**src/hw/rtl/mbb_pkg.sv**
```systemverilog
`timescale 1ns / 1ps
// ----------------------------------------------------------------------------
// mbb_pkg
// Screen geometry, derived widths, register and command codes and the
// lane/plan types shared by the 1bpp bitmap blitter.
// ----------------------------------------------------------------------------
package mbb_pkg;

  // Screen geometry
  localparam int SCREEN_WIDTH  = 800;
  localparam int SCREEN_HEIGHT = 480;
  localparam int ROW_BYTES     = (SCREEN_WIDTH + 7) / 8;
  localparam int FRAME_BYTES   = ROW_BYTES * SCREEN_HEIGHT;
  localparam int FB_AW         = $clog2(FRAME_BYTES);

  // Pixels carried by one source byte, one lane each
  localparam int LANES = 8;

  // Configuration register indexes
  typedef enum logic [2:0] {
    REG_DEST_X       = 3'd0,
    REG_DEST_Y       = 3'd1,
    REG_IMAGE_WIDTH  = 3'd2,
    REG_IMAGE_HEIGHT = 3'd3,
    REG_TRANSPARENT  = 3'd4
  } reg_index_t;

  localparam int REG_COUNT = 5;

  // Input command codes
  typedef enum logic {
    CMD_IMAGE = 1'b0,
    CMD_READ  = 1'b1
  } cmd_t;

  // What one lane found for its pixel
  typedef struct packed {
    logic       hit;     // pixel is drawn
    logic       hi;      // pixel falls in the second destination byte
    logic [2:0] bitpos;  // pixel offset inside its destination byte, 0 = MSB
    logic       value;   // pixel value to store
  } lane_t;

  // Merged update for the two destination bytes
  typedef struct packed {
    logic [7:0] mask0;
    logic [7:0] val0;
    logic [7:0] mask1;
    logic [7:0] val1;
  } plan_t;

endpackage

```
**src/hw/rtl/mbb_merge.sv**
```systemverilog
`timescale 1ns / 1ps
// ----------------------------------------------------------------------------
// mbb_merge
// Combine the lane results into write masks and values for the two
// destination bytes that a source byte can straddle.
// ----------------------------------------------------------------------------
module mbb_merge (
  input  mbb_pkg::lane_t [mbb_pkg::LANES-1:0] lanes,
  output mbb_pkg::plan_t                      plan
);

  // OR each drawn pixel into its byte mask
  always_comb begin
    logic [2:0] bit_idx;
    plan = '0;
    bit_idx = '0;
    for (int i = 0; i < mbb_pkg::LANES; i++) begin
      bit_idx = 3'd7 - lanes[i].bitpos;
      if (lanes[i].hit) begin
        if (lanes[i].hi) begin
          plan.mask1[bit_idx] = 1'b1;
          plan.val1[bit_idx]  = lanes[i].value;
        end else begin
          plan.mask0[bit_idx] = 1'b1;
          plan.val0[bit_idx]  = lanes[i].value;
        end
      end
    end
  end

endmodule

```
**config.mk**
```make
export PLATFORM = sky130hd
export DESIGN_NAME = mbb_merge
export DESIGN_NICKNAME = d
export VERILOG_FILES = /design/src/hw/rtl/mbb_pkg.sv /design/src/hw/rtl/mbb_merge.sv
export SDC_FILE = /design/constraint.sdc
export NUM_CORES = 1
export LEC_CHECK = 0
export BUFFER_PORTS_ARGS = -buffer_cell sky130_fd_sc_hd__buf_2
export CAP_MARGIN = 20
export CORE_UTILIZATION = 49
export DETAILED_ROUTE_END_ITERATION = 7
export PLACE_DENSITY = 0.82
export SYNTH_ARGS = -nofsm -noshare
export SYNTH_HDL_FRONTEND = slang
export SYNTH_SLANG_ARGS = --single-unit
```
**constraint.sdc**
```tcl
create_clock -name vclk -period 1.6
set_input_delay 0.24 -clock vclk [all_inputs]
set_output_delay 0.24 -clock vclk [all_outputs]
set_load 0.02 [all_outputs]
```
==> impl_metrics.ini, run 1 <==
[outcome]
stop_error = [ERROR DPL-0038] Utilization greater than 100%, impossible to legalize
status = aborted with a tool error
lastStage = clock tree synthesis (4_1_cts)

[floorplanning]
initial_core_util_pct = 51.4
die_w_um = 78.2
rows = 27
die_h_um = 78.2
io_pins = 80

[synth]
synth.area.top_cells = nand2_1 (8.3%), nor2_1 (7.9%), nand3_1 (5.6%), o21ai_0 (4.4%), a22oi_1 (4.2%)
avgSynthCellArea_sq_um = 6.03
yosysTopAreaCell = nand2_1
synthDistinctLibCells = 76
synthTopCellsByCount = nand2_1 (63), nor2_1 (60), nand3_1 (32)
yosysMostFrequentCell = nand2_1
synthCells = 472
synth_nets = 520
synth.yosys.seq_area_share_pct = 0
yosysWarnings = 0
yosysTopAreaCellShare_pct = 8.30
synth.cell_area_sq_mm = 0.00285

[place]
place_ws_ns = -0.513
placement.io_buffers = 80
dp_hpwl_um = 14800
place_inst = 788
place.gp.congestion = 1.27
post_dp_cell_area_sq_mm = 0.00478

[clock_tree]
cts_setup_buffers = 34
cts_resized = 296
ctsHoldBuffers = 0
## per-stage QoR
step / util [%] / TNS [ns]
detailed placement: 86.3 / -10.30
global placement: 86.3 / -8.26
floorplan: - / -0.902
## cell families after synthesis
logic type / synth area share [%]
buf+inv: 4.31
mux: 2.50
compound gates: 39.0
simple gates: 54.2
==> run 2, diff against run 1 <==
- CORE_UTILIZATION: 49 -> 34
- PLACE_DENSITY: 0.82 -> not set
- PLACE_DENSITY_LB_ADDON: not set -> 0.15
- clock period: 1.6 -> 2.1 ns (I/O delays scaled with it)
==> run 2 against run 1 <==
The flow now finishes, with violations (negative setup slack). Synthesized area stayed put. Synthesized cell count unchanged.
==> impl_metrics.ini, run 2 <==
[final_layout]
final_layout_size_suffix_gt1_share_pct = 48.6
design.seq.count = 0
num-clock-buffers = 0
register_area_sq_um = 0
layout.nets = 746
diodes = 0
final_cell_mix = buf_4 (171), nand2_1 (61), nor2_1 (54)
final_common_cell = buf_4
final_cells = 801
syn_to_final_growth_pct = 80.4
design_area_sq_mm = 0.00514

[synth]
synth.cell_area_sq_mm = 0.00285
yosysTopAreaCell = nand2_1
yosysTopAreaCellShare_pct = 8.30
yosysWarnings = 0
yosysMostFrequentCell = nand2_1
synthDistinctLibCells = 76
synthTopCellsByCount = nand2_1 (63), nor2_1 (60), nand3_1 (32)
synth_nets = 520
synth.yosys.seq_area_share_pct = 0
synth.area.top_cells = nand2_1 (8.3%), nor2_1 (7.9%), nand3_1 (5.6%), o21ai_0 (4.4%), a22oi_1 (4.2%)
synthCells = 472
avgSynthCellArea_sq_um = 6.03

[floorplanning]
dieArea_sq_mm = 0.00875
initial_core_util_pct = 34.8
io_pins = 80
die_h_um = 93.5
rows = 33
coreArea_sq_mm = 0.00818
die_w_um = 93.5

[place]
place.gp.congestion = 1.06
place_ws_ns = -0.254
placement.io_buffers = 80
dp_hpwl_um = 14700
place_inst = 788
post_dp_cell_area_sq_mm = 0.00446

[critical_path]
path_depth = 7
arrival_ns = 1.87
required_ns = 1.78
cp_top_family = compound AO/OA/AOI/OAI gates
worstSetupStartpoint = lanes[29]
path_class = in -> out
endpoint = plan[4]
critPathBufInv = 3
start_kind = input pin
cp_max_fo = 5
slowest_stage = a311o_1
cp_cell_sequence = buf_6, buf_6, and4bb_2, a32o_2, a311o_1, a221oi_2, buf_4
max_stage_delay_ns = 0.35
cpMostUsedCell = buf_6
cp-end-kind = output pin

[hold_path]
hold_path.class = in -> out
hp-start = lanes[42]

[sta]
setup_viol = 8
relSlewSlack_pct = 65.5
period_share_pct = 104
final-hold-violation-count = 0
fin_crit_ns = 2.18
tightest_slew_ns = 0.517
fmax_mhz = 459
rsz0062_at_grt = true
setup_slack_ns = -0.0800
slew_viol_final = 0

[grt]
grt_pass1_wl_um = 26700
grt_pass1_vias = 4713
gr-total-overflow = 0
grt_use_total_pct = 40.7
grt_max_degree = 12
antenna_found_initial = 0

[flow_run]
drv_cap = 0

[drt]
first_pass_iters = 5
wl_per_cell_um = 22.6
totalWireLength_um = 18100
avgViaCountPerCell = 6.38
postRouteAntennaNets = 0
vias = 5109
drtIter0Drc = 510
drcViolationCount = 0

[pwr]
p_leak_nw = 2.18
peakVddDrop_v = 0.000106
power.density_mw_per_mm2 = 191

[clock_tree]
ctsHoldBuffers = 0

[outcome]
violations = negative setup slack
status = finished with violations
==> run 2: cell type report <==
type               count  area (sq um)
multi-input cells    444          3130
fillers              811          3040
repair buffers       250          1870
well taps            105           131
inverters              2          7.51
==> run 2: worst min-delay path by stage <==
stage          endpoint  slack [ns]  depth (start not counted)
2_1_floorplan  plan[23]        0.86                          2
3_3_place_gp    plan[1]        1.11                          4
3_5_place_dp    plan[1]        1.10                          4
4_1_cts         plan[1]        1.11                          4
5_1_grt         plan[1]        1.15                          4
6_report        plan[1]        1.12                          4
==> run 2: metrics by stage <==
step | util, % | power [mW] | hold WS [ns] | TNS, ns
after floorplan | - | 0.386 | 0.857 | 0
after global placement | 54.5 | 0.820 | 1.11 | -1.23
after detailed placement | 54.5 | 0.822 | 1.10 | -1.49
after CTS | 57.5 | 0.868 | 1.11 | -0.187
after global routing | 62.8 | 1.03 | 1.15 | -0.745
final | 62.8 | 0.981 | 1.12 | -0.321
==> run 2: logic make-up (layout without fill, tap and decap cells) <==
family,Yosys count,in the layout,share of synthesized area [%]
AND/OR/NAND/NOR,282,282,54.2
AO/OA/AOI/OAI,155,155,39.0
buffers and inverters,28,252,4.31
multiplexers,7,7,2.50
==> run 2: repair_timing <==
item | CTS | global route
gates resized for setup | 54 | 95
pin swaps | 19 | 30
buffers inserted | 4 | 8
cloned | 0 | 2
endpoints found under the setup margin | 14 | 22
==> run 2: per-layer routing <==
layer | wire length (um) | track usage (%) | vias to the layer above | share of wire, %
met5 | 0 | 0 | - | 0
met4 | 1070 | 17.8 | 0 | 5.9
met3 | 2200 | 10.3 | 64 | 12
met2 | 7890 | 64.2 | 338 | 43
met1 | 6970 | 51.9 | 2380 | 38
li1 | - | - | 2327 | -
==> run 2: power breakdown <==
group / internal [mW] / switching [mW]
combinational: 0.432 / 0.549
sequential: 0 / 0
clock: 0 / 0
total: 0.432 / 0.549
Power figures use the tool's default switching activity.
==> run 3, diff against run 2 <==
--- a/config.mk
+++ b/config.mk
@@ -12,2 +12,3 @@
 export PLACE_DENSITY_LB_ADDON = 0.15
+export REMOVE_ABC_BUFFERS = 1
 export SYNTH_ARGS = -nofsm -noshare
==> constraint.sdc (replaced) <==
create_clock -name vclk -period 2.1
set_input_delay 0.63 -clock vclk [all_inputs]
set_output_delay 0.63 -clock vclk [all_outputs]
set_load 0.02 [all_outputs]
==> run 3 against run 2 <==
The flow still finishes with violations (negative setup slack). Critical path type unchanged. Sequential share of layout area did not move. Critical path depth rose by 1. Die area did not move. Routed wire length rose by 46%. Global-route usage rose by 6.7 points. Setup slack got worse by 0.96 ns. Count of clock-buffer cells in the layout did not move. Via count rose by 30%. Core utilization rose by 26 points.
==> impl_metrics.ini, run 3 (synthesis results as in run 2) <==
[drt]
wl_per_cell_um = 29.0
postRouteAntennaNets = 0
avgViaCountPerCell = 7.30
totalWireLength_um = 26500
first_pass_iters = 8
vias = 6657
drcViolationCount = 0
drtIter0Drc = 1089

[critical_path]
cp_cell_sequence = buf_6, buf_6, buf_6, nand3b_1, o22ai_1, a21oi_1, a221oi_2, buf_4
endpoint = plan[6]
start_kind = input pin
cp-end-kind = output pin
required_ns = 1.47
worstSetupStartpoint = lanes[27]
critPathBufInv = 4
path_class = in -> out
arrival_ns = 2.51
slowest_stage = o22ai_1
max_stage_delay_ns = 0.65
cp_max_fo = 5
cp_top_family = compound AO/OA/AOI/OAI gates
cpMostUsedCell = buf_6
path_depth = 8

[pwr]
power_mw = 1.47
switchingPower_mw = 0.782
power.density_mw_per_mm2 = 202
switching_share_pct = 53.2
peakVddDrop_v = 0.000148
p_leak_nw = 3.13
pwr-share-comb_pct = 100.0
clkPwrFrac_pct = 0
power.internal_mw = 0.688
sequentialPowerShare_pct = 0

[outcome]
violations = negative setup slack
status = finished with violations

[final_layout]
syn_to_final_growth_pct = 156
design_area_sq_mm = 0.00728
num-clock-buffers = 0
final_layout_size_suffix_gt1_share_pct = 69.7
design.seq.count = 0
register_area_sq_um = 0
final_cell_mix = buf_4 (216), buf_6 (107), nand2_1 (41)
layout.nets = 856
final_common_cell = buf_4

[floorplanning]
die_h_um = 93.5
coreArea_sq_mm = 0.00818
die_w_um = 93.5
io_pins = 80
initial_core_util_pct = 34.8
dieArea_sq_mm = 0.00875
rows = 33

[sta]
period_share_pct = 149
setup_viol = 32
fmax_mhz = 319
relSlewSlack_pct = 47.6
setup_slack_ns = -1.04
final-hold-violation-count = 0
slew_viol_final = 0
tightest_slew_ns = 0.786
rsz0062_at_grt = true
worst_hold_slack_ns = 1.86
fin_crit_ns = 3.14

[place]
post_dp_cell_area_sq_mm = 0.00503
placement.io_buffers = 80
place_ws_ns = -0.834
dp_hpwl_um = 15800
place.gp.congestion = 1.04

[hold_path]
hold_path.class = in -> out

[grt]
antenna_found_initial = 2
gr-total-overflow = 0
grt_pass1_vias = 5551
grt_use_total_pct = 47.4
grt_pass1_wl_um = 31400
grt_max_degree = 11

[flow_run]
drv_cap = 0

[clock_tree]
ctsHoldBuffers = 0
run 3: cell count changes in the layout (fill, tap and decap cells not counted), moves of 10 or more:
cell,change
buf_6,+86
buf_4,+45
buf_2,-29
nand2_1,-20
nor2_1,-17
a22oi_1,-10
a22oi_2,+10
nand2_2,+10
nand2_4,+10
run 3: routing by layer:
layer  global-route usage, %  vias up  wire [um]
met2                    77.1      729      10700
met1                    57.7     3028       8400
met4                    24.1        2       3000
li1                        -     2556          -
met3                    11.5      342       4300
met5                       0        -         61
run 3: how the worst min path moves through the flow:
stage	start	endpoint	slack (ns)	cells past startpoint
floorplan	lanes[42]	plan[4]	1.44	2
detailed placement	lanes[42]	plan[6]	1.83	5
CTS	lanes[42]	plan[6]	1.80	5
global placement	lanes[42]	plan[6]	1.82	5
global route	lanes[42]	plan[6]	1.85	5
finish	lanes[42]	plan[6]	1.86	5
run 3: what timing repair did:
action                                  in CTS  in global routing
resized for setup                          311                145
buffers inserted                            32                 25
endpoints found under the setup margin      32                 32
pin swaps                                   98                 87
run 3: power groups by stage:
| stage | sequential [mW] | clock, mW | combinational, mW |
|---|---|---|---|
| final | 0 | 0.0000000267 | 1.47 |
| after global routing | 0 | 0.0000000238 | 1.49 |
| after CTS | 0 | 0 | 1.19 |
| after detailed placement | 0 | 0 | 0.915 |
| after global placement | 0 | 0 | 0.907 |
| after floorplan | 0 | 0 | 0.345 |
run 3: per-stage QoR:
step / TNS (ns) / instances / utilization, %
2_1_floorplan: -6.38 / 446 / -
3_3_place_gp: -19.15 / 861 / 61.5
3_5_place_dp: -19.33 / 861 / 61.5
4_1_cts: -16.14 / 891 / 79.3
5_1_grt: -20.89 / 912 / 89.0
6_report: -20.29 / 912 / 89.0
run 3: layout make-up:
class,count,area (sq um)
inverter,2,7.51
timing repair buffer,360,3170
antenna,1,2.50
multi-input combinational,444,3960
fill,370,898
tap,105,131
run 3: tightest hold or removal path, delay by kind of cell:
| kind | cells | cell delay, ns |
|---|---|---|
| buffers and inverters | 4 | 0.53 |
| AOI/OAI and AO/OA | 1 | 0.06 |
==> run 4, diff against run 3 <==
- PLACE_DENSITY_LB_ADDON: 0.15 -> 0.08
==> run 4 against run 3 <==
The flow still finishes with violations (negative setup slack). Global-route usage shrank 1.9 points. Largest cell class unchanged. Setup slack gained 0.29 ns. Critical endpoint is now plan[20]. Largest power group unchanged. Flip-flop and latch count is the same.
==> impl_metrics.ini, run 4 (synthesis results as in run 2) <==
[critical_path]
slowest_stage = a211o_1
cpMostUsedCell = buf_6
required_ns = 1.47
max_stage_delay_ns = 0.35
cp_max_fo = 2
start_kind = input pin
path_class = in -> out
arrival_ns = 2.22
cp_cell_sequence = buf_8, nand4b_1, buf_4, buf_6, o22ai_4, o31ai_4, a211o_1, a21oi_2, buf_6
cp-end-kind = output pin

[floorplanning]
die_h_um = 93.5
die_w_um = 93.5
rows = 33
io_pins = 80
coreArea_sq_mm = 0.00818
dieArea_sq_mm = 0.00875
initial_core_util_pct = 34.8

[grt]
grt_use_total_pct = 45.5
grt_pass1_wl_um = 30000
antenna_found_initial = 0
grt_max_degree = 15
gr-total-overflow = 0
grt_pass1_vias = 5350

[final_layout]
layout.nets = 829
diodes = 0
syn_to_final_growth_pct = 142
multi_input_area_sq_mm = 0.00383
final_cell_mix = buf_4 (201), buf_6 (91), nand2_1 (42), nor2_1 (42), buf_2 (23)
n_fill_cell = 459
final_layout_size_suffix_gt1_share_pct = 67.4
design.seq.count = 0
final_cells = 884
num-clock-buffers = 0
final_core_util_pct = 84.4
register_area_sq_um = 0
final_common_cell = buf_4

[clock_tree]
ctsHoldBuffers = 0

[sta]
rsz0062_at_grt = true
setup_tns_ns = -18.09
final-hold-violation-count = 0
fin_crit_ns = 2.85
relSlewSlack_pct = 58.6
slew_viol_final = 0
setup_viol = 32
fmax_mhz = 351
period_share_pct = 136
tightest_slew_ns = 0.614
setup_slack_ns = -0.749

[drt]
wl_per_cell_um = 25.4
drcViolationCount = 0
postRouteAntennaNets = 0
vias = 5957
totalWireLength_um = 22400
drtIter0Drc = 720
first_pass_iters = 8
avgViaCountPerCell = 6.74

[pwr]
power_mw = 1.34
peakVddDrop_v = 0.000159
p_leak_nw = 2.93
power.density_mw_per_mm2 = 194

[place]
place.gp.congestion = 1.05
placement.io_buffers = 80
place_inst = 839
dp_hpwl_um = 14900

[outcome]
violations = negative setup slack
status = finished with violations

[flow_run]
drv_cap = 0

[hold_path]
hold_path.class = in -> out
[run 4: changes by cell type in the layout (fill, tap and decap cells not counted), moves of 4 or more]
cell and change:
nand2_4 -5, nand2_2 +4, buf_4 -15, buf_6 -16, o22ai_2 +6, nor2_1 +5, nand3_4 -5, nor2_2 -6
[run 4: worst paths after layout]
path                  startpoint        to  slack [ns]  depth (start not counted)
worst max-delay path    lanes[3]  plan[20]       -0.75                          9
worst min-delay path   lanes[44]   plan[4]        1.75                          4
[run 4: metrics by stage]
stage,cell area (sq um),hold slack (ns),worst slack (ns)
global placement,4840,1.82,-0.992
CTS,6330,1.74,-0.736
finish,6900,1.75,-0.749
global route,6900,1.77,-0.806
detailed placement,4840,1.82,-0.974
floorplan,2730,1.44,-0.512
[run 4: area by class of cell]
cell class | instances | share of cell area, %
Timing Repair Buffer | 333 | 42.4
Tap cell | 105 | 1.90
Inverter | 2 | 0.109
Multi-Input combinational cell | 444 | 55.5
[run 4: critical path, delay by kind of cell]
kind / cells / cell delay, ns
AOI/OAI and AO/OA: 4 / 0.78
buffers and inverters: 4 / 0.54
and+or+nand+nor: 1 / 0.25
[run 4: routing by layer]
metal | vias up | wire length, um | GRT usage [%]
met2 | 571 | 9760 | 73.8
li1 | 2483 | - | -
met3 | 185 | 2660 | 6.99
met1 | 2718 | 8080 | 56.8
met5 | - | 0 | 0
met4 | 0 | 1910 | 26.4
[run 4: where the power goes]
group	internal, mW	switching [mW]
Sequential	0	0
Clock	0	0
Combinational	0.642	0.696
Total	0.642	0.696
[run 4: timing repair]
item                       in CTS  in global routing
setup endpoints to repair      32                 32
resized for setup             308                109
setup buffers                  39                 20
pin swaps                     102                 69
