### src/hw/rtl/mbb_pkg.sv
`timescale 1ns / 1ps
// ----------------------------------------------------------------------------
// mbb_pkg
// Screen geometry, derived widths, register and command codes and the
// lane/plan types shared by the 1bpp bitmap blitter.
// ----------------------------------------------------------------------------
package mbb_pkg;

  // Screen geometry
  localparam int SCREEN_WIDTH  = 800;
  localparam int SCREEN_HEIGHT = 480;
  localparam int ROW_BYTES     = (SCREEN_WIDTH + 7) / 8;
  localparam int FRAME_BYTES   = ROW_BYTES * SCREEN_HEIGHT;
  localparam int FB_AW         = $clog2(FRAME_BYTES);

  // Pixels carried by one source byte, one lane each
  localparam int LANES = 8;

  // Configuration register indexes
  typedef enum logic [2:0] {
    REG_DEST_X       = 3'd0,
    REG_DEST_Y       = 3'd1,
    REG_IMAGE_WIDTH  = 3'd2,
    REG_IMAGE_HEIGHT = 3'd3,
    REG_TRANSPARENT  = 3'd4
  } reg_index_t;

  localparam int REG_COUNT = 5;

  // Input command codes
  typedef enum logic {
    CMD_IMAGE = 1'b0,
    CMD_READ  = 1'b1
  } cmd_t;

  // What one lane found for its pixel
  typedef struct packed {
    logic       hit;     // pixel is drawn
    logic       hi;      // pixel falls in the second destination byte
    logic [2:0] bitpos;  // pixel offset inside its destination byte, 0 = MSB
    logic       value;   // pixel value to store
  } lane_t;

  // Merged update for the two destination bytes
  typedef struct packed {
    logic [7:0] mask0;
    logic [7:0] val0;
    logic [7:0] mask1;
    logic [7:0] val1;
  } plan_t;

endpackage

### src/hw/rtl/mbb_lane.sv
`timescale 1ns / 1ps
// ----------------------------------------------------------------------------
// mbb_lane
// One pixel of a source byte: clip against image width and screen edges,
// apply transparency and place the pixel in one of two destination bytes.
// ----------------------------------------------------------------------------
module mbb_lane (
  input  logic [2:0]    lane_idx,
  input  logic [9:0]    dest_x,
  input  logic [9:0]    image_width,
  input  logic [6:0]    byte_col,
  input  logic          pixel,
  input  logic          transparent,
  input  logic          row_on,
  output mbb_pkg::lane_t res
);

  logic [9:0]  col;
  logic [10:0] sx;
  logic [3:0]  pos;
  logic        in_screen;

  // Image column and screen column of this pixel
  assign col       = {byte_col, lane_idx};
  assign sx        = {1'b0, dest_x} + {1'b0, col};
  assign in_screen = 32'(sx) < 32'(mbb_pkg::SCREEN_WIDTH);

  // Offset from the first destination byte
  assign pos = {1'b0, dest_x[2:0]} + {1'b0, lane_idx};

  assign res.hit    = row_on && (col < image_width) && in_screen &&
                      !(transparent && pixel);
  assign res.hi     = pos[3];
  assign res.bitpos = pos[2:0];
  assign res.value  = pixel;

endmodule

### config.mk
export PLATFORM = sky130hd
export DESIGN_NAME = mbb_lane
export DESIGN_NICKNAME = d
export VERILOG_FILES = /design/src/hw/rtl/mbb_pkg.sv /design/src/hw/rtl/mbb_lane.sv
export SDC_FILE = /design/constraint.sdc
export NUM_CORES = 1
export LEC_CHECK = 0
export ABC_AREA = 1
export BUFFER_PORTS_ARGS = -buffer_cell sky130_fd_sc_hd__buf_2
export CAP_MARGIN = 15
export CORE_UTILIZATION = 53
export DETAILED_ROUTE_END_ITERATION = 12
export GPL_TIMING_DRIVEN = 0
export PLACE_DENSITY = 0.91
export SKIP_LAST_GASP = 1
export SYNTH_ARGS = -nofsm -noshare
export SYNTH_HDL_FRONTEND = slang
export SYNTH_SLANG_ARGS = --single-unit
### constraint.sdc
create_clock -name vclk -period 2.2
set_input_delay 0.22 -clock vclk [all_inputs]
set_output_delay 0.22 -clock vclk [all_outputs]
set_load 0.01 [all_outputs]
# Yosys cells after proc, flatten, opt, wreduce, memory -nomap -nowiden
# Cells that the tools add are included.
dict set report word_totals {
  ff_bits 0
  out_inout_bits 6
  word_cells 9
}
dict set report classes {
  add_sub_neg 2
  order_cmp 2
  reduce_logical 5
}
# cell n
set ops {}
lappend ops {{$add 10x10->11} 1}
lappend ops {{$lt 11x10->1 const B} 1}
lappend ops {{$lt 10x10->1} 1}
lappend ops {{$add 3x3->4} 1}
lappend ops {{$logic_and 1x1->1} 4}
lappend ops {{$logic_not 1->1} 1}

# Longest topological paths before layout
# Gate-level depths: netlist (run 1).
dict set report logic_depth {
  depth_word 4
  ltp_mapped 13
  mapped_depth_nobuf 13
}

# Worst setup path before layout (run 1)
# Ideal clock, no wire load.
dict set report synth_path {
  kind {input -> output}
  start {input lane_idx[0]}
  end {output res[5] in the netlist's numbering}
  arrival_time_ns 1.440
  setup_slack_ns 0.540
  path_stages 12
  n_path_buf 0
  cell_sequence {ha_1 inv_1 fa_1 nor2_1 o21ai_1 nand2_1 nand2_1 nand2_1 inv_1 nand2_1 nor2_1 nor2_1}
}
# item line_no
set synth_lines {}
lappend synth_lines {{from (decl)} mbb_lane.sv:8} ;# input logic [2:0] lane_idx,
lappend synth_lines {{to (decl)} mbb_lane.sv:15} ;# output mbb_pkg::lane_t res

==> run summary, run 1 <==
The actual slew at the worst max-slew pin is 0.183 ns. After global routing the overflow that remains totals 0. The post-route worst setup slack was 0.294 ns. The run gives 757 as the via count of the first global-routing pass. The logs give 0.877 for the max-slew headroom at the worst pin and 0 for the cts-stage hold buffer count. Most repeated library cell on the critical path: sky130_fd_sc_hd__nand2_1.

Die area: 1620 um2. The capturing element type of the critical path was an output port. The count of nets left with antenna violations once routing finished came out at 0. The flow ran to the end, and the final reports show no timing, DRC or antenna violations.

The tools report the category of the worst setup path launch point as an input port. The layout has 0 clock buffers. The post-CTS repair timing setup buffer count was 0. For the starting utilization of the core area, the log shows 0.581. Across all hold checks on the routed design, the worst slack comes to 0.724 ns. The estimated wirelength of the detail-placed design is 1610 um, and the total global routing track utilization is 0.234. The run gives 0 as the count of final max-slew check failures.

Walking the worst path, the cells encountered are buf_2 -> ha_1 -> inv_1 -> fa_1 -> nor2_1 -> o21ai_1 -> nand2_1 -> nand2_1 -> nand2_1 -> inv_1 -> nand2_1 -> nor2_1 -> nor2_1 -> buf_2. The net count of the mapped netlist was 196; the peak supply drop was 111 uV. For the worst-case setup slack after placement, the log shows 0.292 ns. The critical path crosses 14 cells after its start point. Count of endpoints failing setup in the final report: 0.

The final layout contains routed wiring with a total length of 1700 um. Based on the critical path, the design can be clocked at up to 525 MHz. Using the TritonRoute via totals, the vias-per-cell ratio works out to 4.73. The post-placement cell count was 197; the count of max-cap constraint violations was 0. The congestion estimate from routability-driven global placement came to 0.870. The share of layout cells above drive strength 1 is 0.236. The first routing iteration left 22 violations.

The post-cts sizing count is 0. In this run the most critical hold path is launched from pixel. The cell area after synthesis is 774 um2. Setup repair after global routing left no endpoint under its margin.

Entering global routing, the biggest net connects 6 pins. Family of cells with the greatest summed delay on the critical path: adder cells. The top cell types in the final layout, fill and taps aside, are 50 x sky130_fd_sc_hd__nand2_1, 39 x sky130_fd_sc_hd__buf_2, 38 x sky130_fd_sc_hd__inv_1. The final sum of negative setup slack is 0 ns, and the largest incremental delay on the critical path is 0.42 ns. The sequential fraction of the synthesis area was 0. The final layout contains a sequential cell count of 0. In the final design database the tool counted 237 nets. The horizontal die dimension was 40.2 um. The library cell used most frequently in the layout, excluding fill and tap cells, is sky130_fd_sc_hd__nand2_1. In this run the worst path has a maximum fanout of 3. The worst hold path was traced through 3 stages. The hold path endpoint is res[0].

The path class of the tightest hold or removal check is in2out. The residual DRC count is 0. 0 antenna diodes ended up in the layout. STA puts the critical path data required time at 1.98 ns.

The count of input and output buffers is 39, and the global-route wire length before repair is 2720 um. The average wire per standard cell works out to 8.63 um. The worst setup path is of the in2out kind. For this run, the number of Yosys warnings is 0. The synthesized area per cell works out to 5.42 um2.

Subtracting the final worst setup slack from the clock period gives 1.91 ns. In this run the static leakage power is 0.000708 uW. Overall power consumption after layout is estimated at 217 uW. Critical-path cell with the highest stage delay: sky130_fd_sc_hd__fa_1. For the total area of multi-input combinational cells, the log shows 624 um2. The critical path contains buffers and inverters numbering 4 combined. For the final number of hold-violating endpoints, the log shows 0. The number of top-level pins is 39.

The number of standard-cell rows in the floorplan came out at 13. Height of the die: 40.2 um. The routed layout has 932 vias. For the initial antenna violation count, the log shows 0. The instance count of the mapped netlist is 143, and the cell area power density is 220 nW/um2. The area growth from synthesis to layout is 27.6%. Excluding fillers, the count of instances in the completed layout stands at 197. The final critical-path share of the clock period came out at 0.866. STA puts the critical path data arrival time at 1.69 ns.

The detailed-routing iteration count for the pre-antenna-repair pass is 4, and the area of the placeable core is 1330 um2. Counting the fill cells in the layout gives 118. Across the whole layout, storage elements account for 0 um2.

The distinct cell type count of the synthesized netlist was 18.
## kinds of logic after synthesis
family                   Yosys count  share of synthesized area
buffers and inverters             39                      0.194
adder cells (fa/ha/maj)           20                      0.333
XOR/XNOR                           1                     0.0113
AO/OA/AOI/OAI                     10                     0.0727
AND/OR/NAND/NOR                   73                      0.389
## power by group
group	total (uW)	internal [uW]	leakage [uW]	switching, uW
clock	0	0	0	0
sequential	0	0	0	0
combinational	217	97.0	0.000708	120
## metrics by stage
stage	cell area [um2]	utilization
after CTS	988	0.741
after detailed placement	988	0.741
final	988	0.741
after global routing	988	0.741
after floorplan	774	-
after global placement	988	0.741
## per-layer routing
metal | part of all wire | up-vias | track usage
met4 | 0 | 0 | 0.0250
met3 | 0.028 | 0 | 0.0111
met5 | 0 | - | 0
met1 | 0.42 | 396 | 0.290
met2 | 0.55 | 19 | 0.452
li1 | - | 517 | -
## tightest hold or removal path, stage by stage
cell and delay (ns):
sky130_fd_sc_hd__buf_2 0.08, sky130_fd_sc_hd__buf_4 0.09, sky130_fd_sc_hd__buf_2 0.11
## area by class of cell
class / count / area share
Buffer: 1 / 0.00759
Tap cell: 15 / 0.0190
Inverter: 38 / 0.144
Timing Repair Buffer: 39 / 0.197
Multi-Input combinational cell: 104 / 0.632
## synth_stat cells, drive strengths merged
cell | number | area (um2)
nand3b | 1 | 7.51
nand4 | 2 | 12.5
inv | 38 | 143
a21oi | 6 | 33.8
buf | 1 | 7.51
a31oi | 2 | 12.5
nor2 | 10 | 40.0
ha | 19 | 238
nand2 | 51 | 194
fa | 1 | 20.0
nand3 | 8 | 40.0
o21ai | 2 | 10.0
xnor2 | 1 | 8.76
nor3b | 1 | 7.51
## how the worst max path moves through the flow
stage                      startpoint      to  slack (ns)
after floorplan           lane_idx[0]  res[5]        0.54
after global placement    lane_idx[0]  res[5]        0.31
after detailed placement  lane_idx[0]  res[5]        0.29
after CTS                 lane_idx[0]  res[5]        0.29
after global routing      lane_idx[0]  res[5]        0.14
final                     lane_idx[0]  res[5]        0.29
No activity file was read; power rests on OpenSTA's default activity.
==> run 2: changes to the inputs <==
--- a/config.mk
+++ b/config.mk
@@ -6,7 +6,7 @@
 export NUM_CORES = 1
 export LEC_CHECK = 0
 export ABC_AREA = 1
-export BUFFER_PORTS_ARGS = -buffer_cell sky130_fd_sc_hd__buf_2
+export BUFFER_PORTS_ARGS = -buffer_cell sky130_fd_sc_hd__buf_4
 export CAP_MARGIN = 15
 export CORE_UTILIZATION = 53
 export DETAILED_ROUTE_END_ITERATION = 12
==> run 2 against run 1 <==
  * Power up 12%
  * Wire length increased by 8.2%
  * Sequential share of layout area is the same
  * Count of clock-buffer cells in the layout did not move
  * Setup slack lost 0.023 ns
  * Critical endpoint unchanged
  * Largest power group unchanged
==> run summary, run 2 (same netlist as run 1, synthesis figures left out) <==
The count of max-cap constraint violations came out at 0 (unchanged). The run gives 624 um2 (unchanged) as the total area of multi-input combinational cells. The largest incremental delay on the critical path is 0.42 ns (about the same).

Setup repair after global routing left no endpoint under its margin. The cell area power density was 225 nW/um2 (was 220 nW/um2); the fmax was 518 MHz (was 525 MHz). The run gives 0.000741 uW (was 0.000708 uW) as the leakage power total. The most common cell after layout, fill and taps aside is sky130_fd_sc_hd__nand2_1 (unchanged). The number of sequential cells in the layout was 0 (unchanged). Category of the worst setup path launch point: an input port (unchanged). Capturing element type of the critical path: an output port (unchanged).

The tools report the cts-stage hold buffer count as 0 (unchanged). Count of input and output buffers: 39 (unchanged). The peak supply drop is 127 uV (was 111 uV).

The initial antenna violation count was 0 (unchanged). Commonest cells after routing, fill and taps aside: 50 x sky130_fd_sc_hd__nand2_1, 40 x sky130_fd_sc_hd__buf_4, 38 x sky130_fd_sc_hd__inv_1 (was 50 x sky130_fd_sc_hd__nand2_1, 39 x sky130_fd_sc_hd__buf_2, 38 x sky130_fd_sc_hd__inv_1). The synthesis-to-finish area growth was 40.2% (was 27.6%).

Final number of hold-violating endpoints: 0 (unchanged). The maximum fanout encountered on the critical timing path was 3 (unchanged); the post-route worst setup slack was 0.271 ns (was 0.294 ns). The worst-case setup slack after placement is 0.274 ns (was 0.292 ns), and the detail-routed via count per cell is 4.86 (was 4.73). The final period demand of the worst path is 1.93 ns (was 1.91 ns). For the final-layout clock buffer total, the log shows 0 (unchanged).

The flow ran to the end, and the final reports show no timing, DRC or antenna violations. The run gives 0 (unchanged) as the post-cts sizing count. The run gives 0.484 (was 0.452) as the global routing usage on met2.

The global-route wire length before repair came out at 2870 um (was 2720 um). The horizontal die dimension was 40.2 um (unchanged); the area occupied by registers was 0 um2 (unchanged). Count of endpoints failing setup in the final report: 0 (unchanged). The total global routing track utilization is 0.250 (was 0.234). The logs give 1.71 ns (was 1.69 ns) for the data arrival time of the critical path and 0.321 (was 0.290) for the met1 demand-to-capacity share in global routing. The height of the die came out at 40.2 um (unchanged). Detailed-routing iteration count for the pre-antenna-repair pass: 4 (unchanged). The share of layout cells above drive strength 1 works out to 0.236 (unchanged).

The actual slew at the worst max-slew pin was 0.192 ns (was 0.183 ns); the required time of the worst setup path was 1.98 ns (about the same). Most repeated library cell on the critical path: sky130_fd_sc_hd__nand2_1 (unchanged). The post-CTS repair timing setup buffer count was 0 (unchanged); the starting utilization of the core area was 0.581 (unchanged).

The count of nets after finishing is 237 (unchanged), and the number of standard-cell rows in the floorplan is 13 (unchanged). The average wire per standard cell is 9.34 um (was 8.63 um). The via total after detailed routing came out at 958 (was 932). The global-route layer with the greatest usage was met2 (unchanged).

The critical path class is in2out (unchanged). The wire length after detailed routing is 1840 um (was 1700 um), and the number of antenna repair diodes is 0 (unchanged). The logs give 39 (unchanged) for the number of top-level pins and 0 (unchanged) for the count of final max-slew check failures. The residual DRC count is 0 (unchanged). The final estimated routing congestion in global placement came out at 0.854 (was 0.870). The tools report the met3 routing resource usage after global routing as 0.00556 (was 0.0111).

The final global-route overflow total is 0 (unchanged). The run gives 0 (unchanged) as the number of nets with antenna violations after detailed routing. The die area was 1620 um2 (unchanged). The estimated wirelength of the detail-placed design was 1680 um (was 1610 um); the final critical-path share of the clock period was 0.877 (was 0.866). Area of the placeable core: 1330 um2 (unchanged). Core utilization of the finished layout: 0.814 (was 0.741).

The maximum number of pins on one net before global-route repair was 6 (unchanged). The number of filler instances in the final layout is 108 (was 118). Class of the tightest hold or removal check: in2out (unchanged).

The final sum of negative setup slack was 0 ns (unchanged). CP cell instances: buf_4 -> ha_1 -> inv_1 -> fa_1 -> nor2_1 -> o21ai_1 -> nand2_1 -> nand2_1 -> nand2_1 -> inv_1 -> nand2_1 -> nor2_1 -> nor2_1 -> buf_4 (was buf_2 -> ha_1 -> inv_1 -> fa_1 -> nor2_1 -> o21ai_1 -> nand2_1 -> nand2_1 -> nand2_1 -> inv_1 -> nand2_1 -> nor2_1 -> nor2_1 -> buf_2). The max-slew headroom at the worst pin came out at 0.872 (was 0.877).

Critical-path cell with the highest stage delay: sky130_fd_sc_hd__fa_1 (unchanged). The logs give 21 (was 22) for the DRC marker count from the first detailed-route iteration and 734 (was 757) for the via count of the first global-routing pass.
==> run 2: power by group <==
group | switching (uW) | total (uW) | internal, uW
clock network | 0 | 0 | 0
logic | 124 | 244 | 120
registers | 0 | 0 | 0
==> run 2: worst max-delay path, delay by kind of cell <==
family | cells | cell delay [ns]
buffers and inverters | 4 | 0.29
AND/OR/NAND/NOR | 7 | 0.52
AO/OA/AOI/OAI | 1 | 0.09
adder cells (fa/ha/maj) | 2 | 0.58
==> run 2: routing by layer <==
metal  vias to the layer above  wire length [um]
met5                         -                 0
met3                         0                76
met2                        29               930
met1                       411               832
met4                         0                 0
li1                        518                 -
==> run 2: worst paths after layout <==
kind / from / slack (ns) / to / cells past startpoint
worst max-delay path: lane_idx[0] / 0.27 / res[5] / 14
worst min-delay path: pixel / 0.71 / res[0] / 3
==> run 2: area by class of cell <==
class                           count  area share
Tap cell                           15      0.0173
Inverter                           38       0.131
Buffer                              1     0.00691
Timing Repair Buffer               39       0.270
Multi-Input combinational cell    104       0.575
==> run 2: per-stage QoR <==
stage          cells  hold slack (ns)  power, uW  area, um2
5_1_grt          197            0.733        279       1090
6_report         197            0.711        244       1090
4_1_cts          197            0.712        245       1090
3_5_place_dp     197            0.712        244       1090
3_3_place_gp     197            0.711        233       1090
2_1_floorplan    143            0.532        148        774
==> run 3: changes to the inputs <==
--- a/config.mk
+++ b/config.mk
@@ -8,10 +8,11 @@
 export ABC_AREA = 1
 export BUFFER_PORTS_ARGS = -buffer_cell sky130_fd_sc_hd__buf_4
 export CAP_MARGIN = 15
-export CORE_UTILIZATION = 53
+export CORE_ASPECT_RATIO = 1.25
+export CORE_UTILIZATION = 44
 export DETAILED_ROUTE_END_ITERATION = 12
 export GPL_TIMING_DRIVEN = 0
-export PLACE_DENSITY = 0.91
+export PLACE_DENSITY = 0.81
 export SKIP_LAST_GASP = 1
 export SYNTH_ARGS = -nofsm -noshare
 export SYNTH_HDL_FRONTEND = slang
==> constraint.sdc (replaced) <==
create_clock -name vclk -period 1.65
set_input_delay 0.165 -clock vclk [all_inputs]
set_output_delay 0.165 -clock vclk [all_outputs]
set_load 0.01 [all_outputs]
==> run 3 against run 2 <==
  * Non-clock buffer count grew 3
  * Sequential share of layout area is the same
  * Flip-flop and latch count is the same
  * Critical path depth is the same
  * Design area grew 16%
  * Setup slack lost 0.27 ns
  * Wire length grew 12%
  * Worst hold slack lost 0.11 ns
  * Power grew 60%
  * Count of clock-buffer cells in the layout is the same
  * Global-route usage shrank 4.3 points
  * Via count grew 3.1%
  * Critical endpoint unchanged
  * Largest cell class unchanged
  * Highest routed layer is now met4
==> run summary, run 3 (same netlist as run 1, synthesis figures left out) <==
The horizontal die dimension is 39.5 um (was 40.2 um), and the maximum fanout encountered on the critical timing path is 3 (unchanged). The tools report the number of filler instances in the final layout as 126 (was 108). The logs give 0.884 (was 0.872) for the max-slew headroom at the worst pin and 0 (unchanged) for the number of antenna repair diodes.

The final number of hold-violating endpoints is 0 (unchanged). The data arrival time of the critical path came out at 1.48 ns (was 1.71 ns). The run gives 16 (was 13) as the number of standard-cell rows in the floorplan.

Commonest cells after routing, fill and taps aside: 44 x sky130_fd_sc_hd__nand2_1, 41 x sky130_fd_sc_hd__buf_4, 36 x sky130_fd_sc_hd__inv_1 (was 50 x sky130_fd_sc_hd__nand2_1, 40 x sky130_fd_sc_hd__buf_4, 38 x sky130_fd_sc_hd__inv_1). The worst setup path startpoint was dest_x[2] (was lane_idx[0]). The final period demand of the worst path works out to 1.65 ns. The number of buffer and inverter stages on the critical path was 4 (unchanged). For the via count of the first global-routing pass, the log shows 850 (was 734). The most common cell after layout, fill and taps aside is sky130_fd_sc_hd__nand2_1 (unchanged). The run gives 0 (unchanged) as the number of nets with antenna violations after detailed routing. The count of endpoints failing setup in the final report is 0 (unchanged).

Timing would allow up to 607 MHz. The final estimated routing congestion in global placement was 0.838 (was 0.854); the total global routing track utilization was 0.207 (was 0.250). The initial antenna violation count was 0 (unchanged); the height of the die was 48.9 um (was 40.2 um). The final-layout clock buffer total is 0 (unchanged), and the DRC marker count from the first detailed-route iteration is 12 (was 21). CP cell instances: buf_4 -> ha_4 -> buf_4 -> nand2_1 -> nor2_2 -> o21ai_1 -> nand2_1 -> nand2_1 -> nand2_1 -> inv_1 -> nand2_1 -> nor2_1 -> nor2_1 -> buf_4 (was buf_4 -> ha_1 -> inv_1 -> fa_1 -> nor2_1 -> o21ai_1 -> nand2_1 -> nand2_1 -> nand2_1 -> inv_1 -> nand2_1 -> nor2_1 -> nor2_1 -> buf_4). The average wire per standard cell is 10.2 um (was 9.34 um), and the worst hold-check slack is 0.602 ns (was 0.711 ns).

The cell depth of the worst setup path is 14 (unchanged). The tools report the starting utilization of the core area as 0.484 (was 0.581). Capturing element type of the critical path: an output port (unchanged). For the leakage power total, the log shows 0.000760 uW (was 0.000741 uW).

The tools report the global-route wire length before repair as 3050 um (was 2870 um). The run gives 4 (unchanged) as the detailed-routing iteration count for the pre-antenna-repair pass. The tools report the count of final max-slew check failures as 0 (unchanged). The run finished with clean final reports. The count of input and output buffers is 39 (unchanged), and the count of max-cap constraint violations is 0 (unchanged).

The tools report the category of the worst setup path launch point as an input port (unchanged). For the area occupied by registers, the log shows 0 um2 (unchanged). Setup repair after global routing could not meet its margin everywhere. The core utilization of the finished layout was 0.787 (was 0.814). The cell area power density was 311 nW/um2 (was 225 nW/um2); the peak supply drop was 172 uV (was 127 uV).

The number of sequential cells in the layout was 0 (unchanged); the overall power after layout was 392 uW (was 244 uW). The final critical-path share of the clock period came out at 0.998. The tools report the required time of the worst setup path as 1.48 ns (was 1.98 ns). The most repeated library cell on the critical path was sky130_fd_sc_hd__nand2_1 (unchanged).

The class of the tightest hold or removal check was in2out (unchanged). Critical-path cell with the highest stage delay: sky130_fd_sc_hd__ha_4 (was sky130_fd_sc_hd__fa_1). The family of cells with the greatest summed delay on the critical path is simple AND/OR/NAND/NOR gates (was adder cells).

The actual slew at the worst max-slew pin is 0.173 ns (was 0.192 ns). The largest incremental delay on the critical path came out at 0.24 ns (was 0.42 ns). For the total area of multi-input combinational cells, the log shows 764 um2 (was 624 um2). The residual DRC count is 0 (unchanged), and the number of top-level pins is 39 (unchanged).

Area of the placeable core: 1600 um2 (was 1330 um2). The synthesis-to-finish area growth is 62.7% (was 40.2%), and the via total after detailed routing is 988 (was 958). The share of layout cells above drive strength 1 came out at 0.362 (was 0.236). The maximum number of pins on one net before global-route repair is 6 (unchanged).

Critical path class: in2out (unchanged). For the count of nets after finishing, the log shows 240 (was 237). The logs give 1640 um (was 1680 um) for the estimated wirelength of the detail-placed design and 1930 um2 (was 1620 um2) for the die area.

The final global-route overflow total is 0 (unchanged), and the detail-routed via count per cell is 4.87 (was 4.86). End point of the critical path: res[5] (unchanged). The logs give 0 (unchanged) for the cts-stage hold buffer count and 2070 um (was 1840 um) for the wire length after detailed routing.
## run 3: cell types whose count changed in the layout (fill, tap and decap cells not counted), moves of 2 or more
cell / delta
sky130_fd_sc_hd__ha_4: +9
sky130_fd_sc_hd__inv_2: +2
sky130_fd_sc_hd__nand2_2: +6
sky130_fd_sc_hd__nor2_1: -2
sky130_fd_sc_hd__ha_1: -9
sky130_fd_sc_hd__inv_1: -2
sky130_fd_sc_hd__nand2_1: -6
sky130_fd_sc_hd__nor2_2: +2
sky130_fd_sc_hd__buf_6: +2
## run 3: metrics by stage
step | cell area (um2) | std cells | setup WS [ns] | setup TNS [ns]
6_report | 1260 | 203 | 0.00310 | 0
5_1_grt | 1260 | 203 | -0.0918 | -0.0918
4_1_cts | 1170 | 200 | -0.0281 | -0.0281
3_5_place_dp | 1090 | 200 | -0.164 | -0.164
3_3_place_gp | 1090 | 200 | -0.133 | -0.133
2_1_floorplan | 774 | 143 | 0.0997 | 0
## run 3: how the worst min path moves through the flow
| stage | start | to | slack, ns | depth (start not counted) |
|---|---|---|---|---|
| CTS | pixel | res[0] | 0.60 | 3 |
| floorplan | pixel | res[0] | 0.42 | 1 |
| global route | pixel | res[0] | 0.62 | 3 |
| finish | pixel | res[0] | 0.60 | 3 |
| global placement | pixel | res[0] | 0.60 | 3 |
| detailed placement | pixel | res[0] | 0.60 | 3 |
## run 3: metal layers
metal | GRT usage | up-vias | part of all wire
li1 | - | 522 | -
met1 | 0.207 | 426 | 0.38
met2 | 0.426 | 34 | 0.54
met3 | 0.00457 | 6 | 0.047
met4 | 0.0345 | 0 | 0.028
met5 | 0 | - | 0
## run 3: timing repair
action                     4_1_cts  5_1_grt
setup buffers                    0        3
pin swaps                        7       12
setup endpoints to repair        1        1
gates resized for setup         11       14
cloned                           0        0
## run 3: final cells by class
class | instances | share of cell area
Multi-Input combinational cell | 104 | 0.607
Inverter | 38 | 0.113
Buffer | 1 | 0.00596
Timing Repair Buffer | 42 | 0.256
Tap cell | 18 | 0.0179
## run 3: power by group
part / total [uW] / internal [uW] / switching (uW)
clock: 0 / 0 / 0
sequential: 0 / 0 / 0
combinational: 392 / 203 / 188
## run 3: tightest hold or removal path, cell delays in order
cell	delay, ns
sky130_fd_sc_hd__buf_4	0.08
sky130_fd_sc_hd__buf_4	0.09
sky130_fd_sc_hd__buf_4	0.10
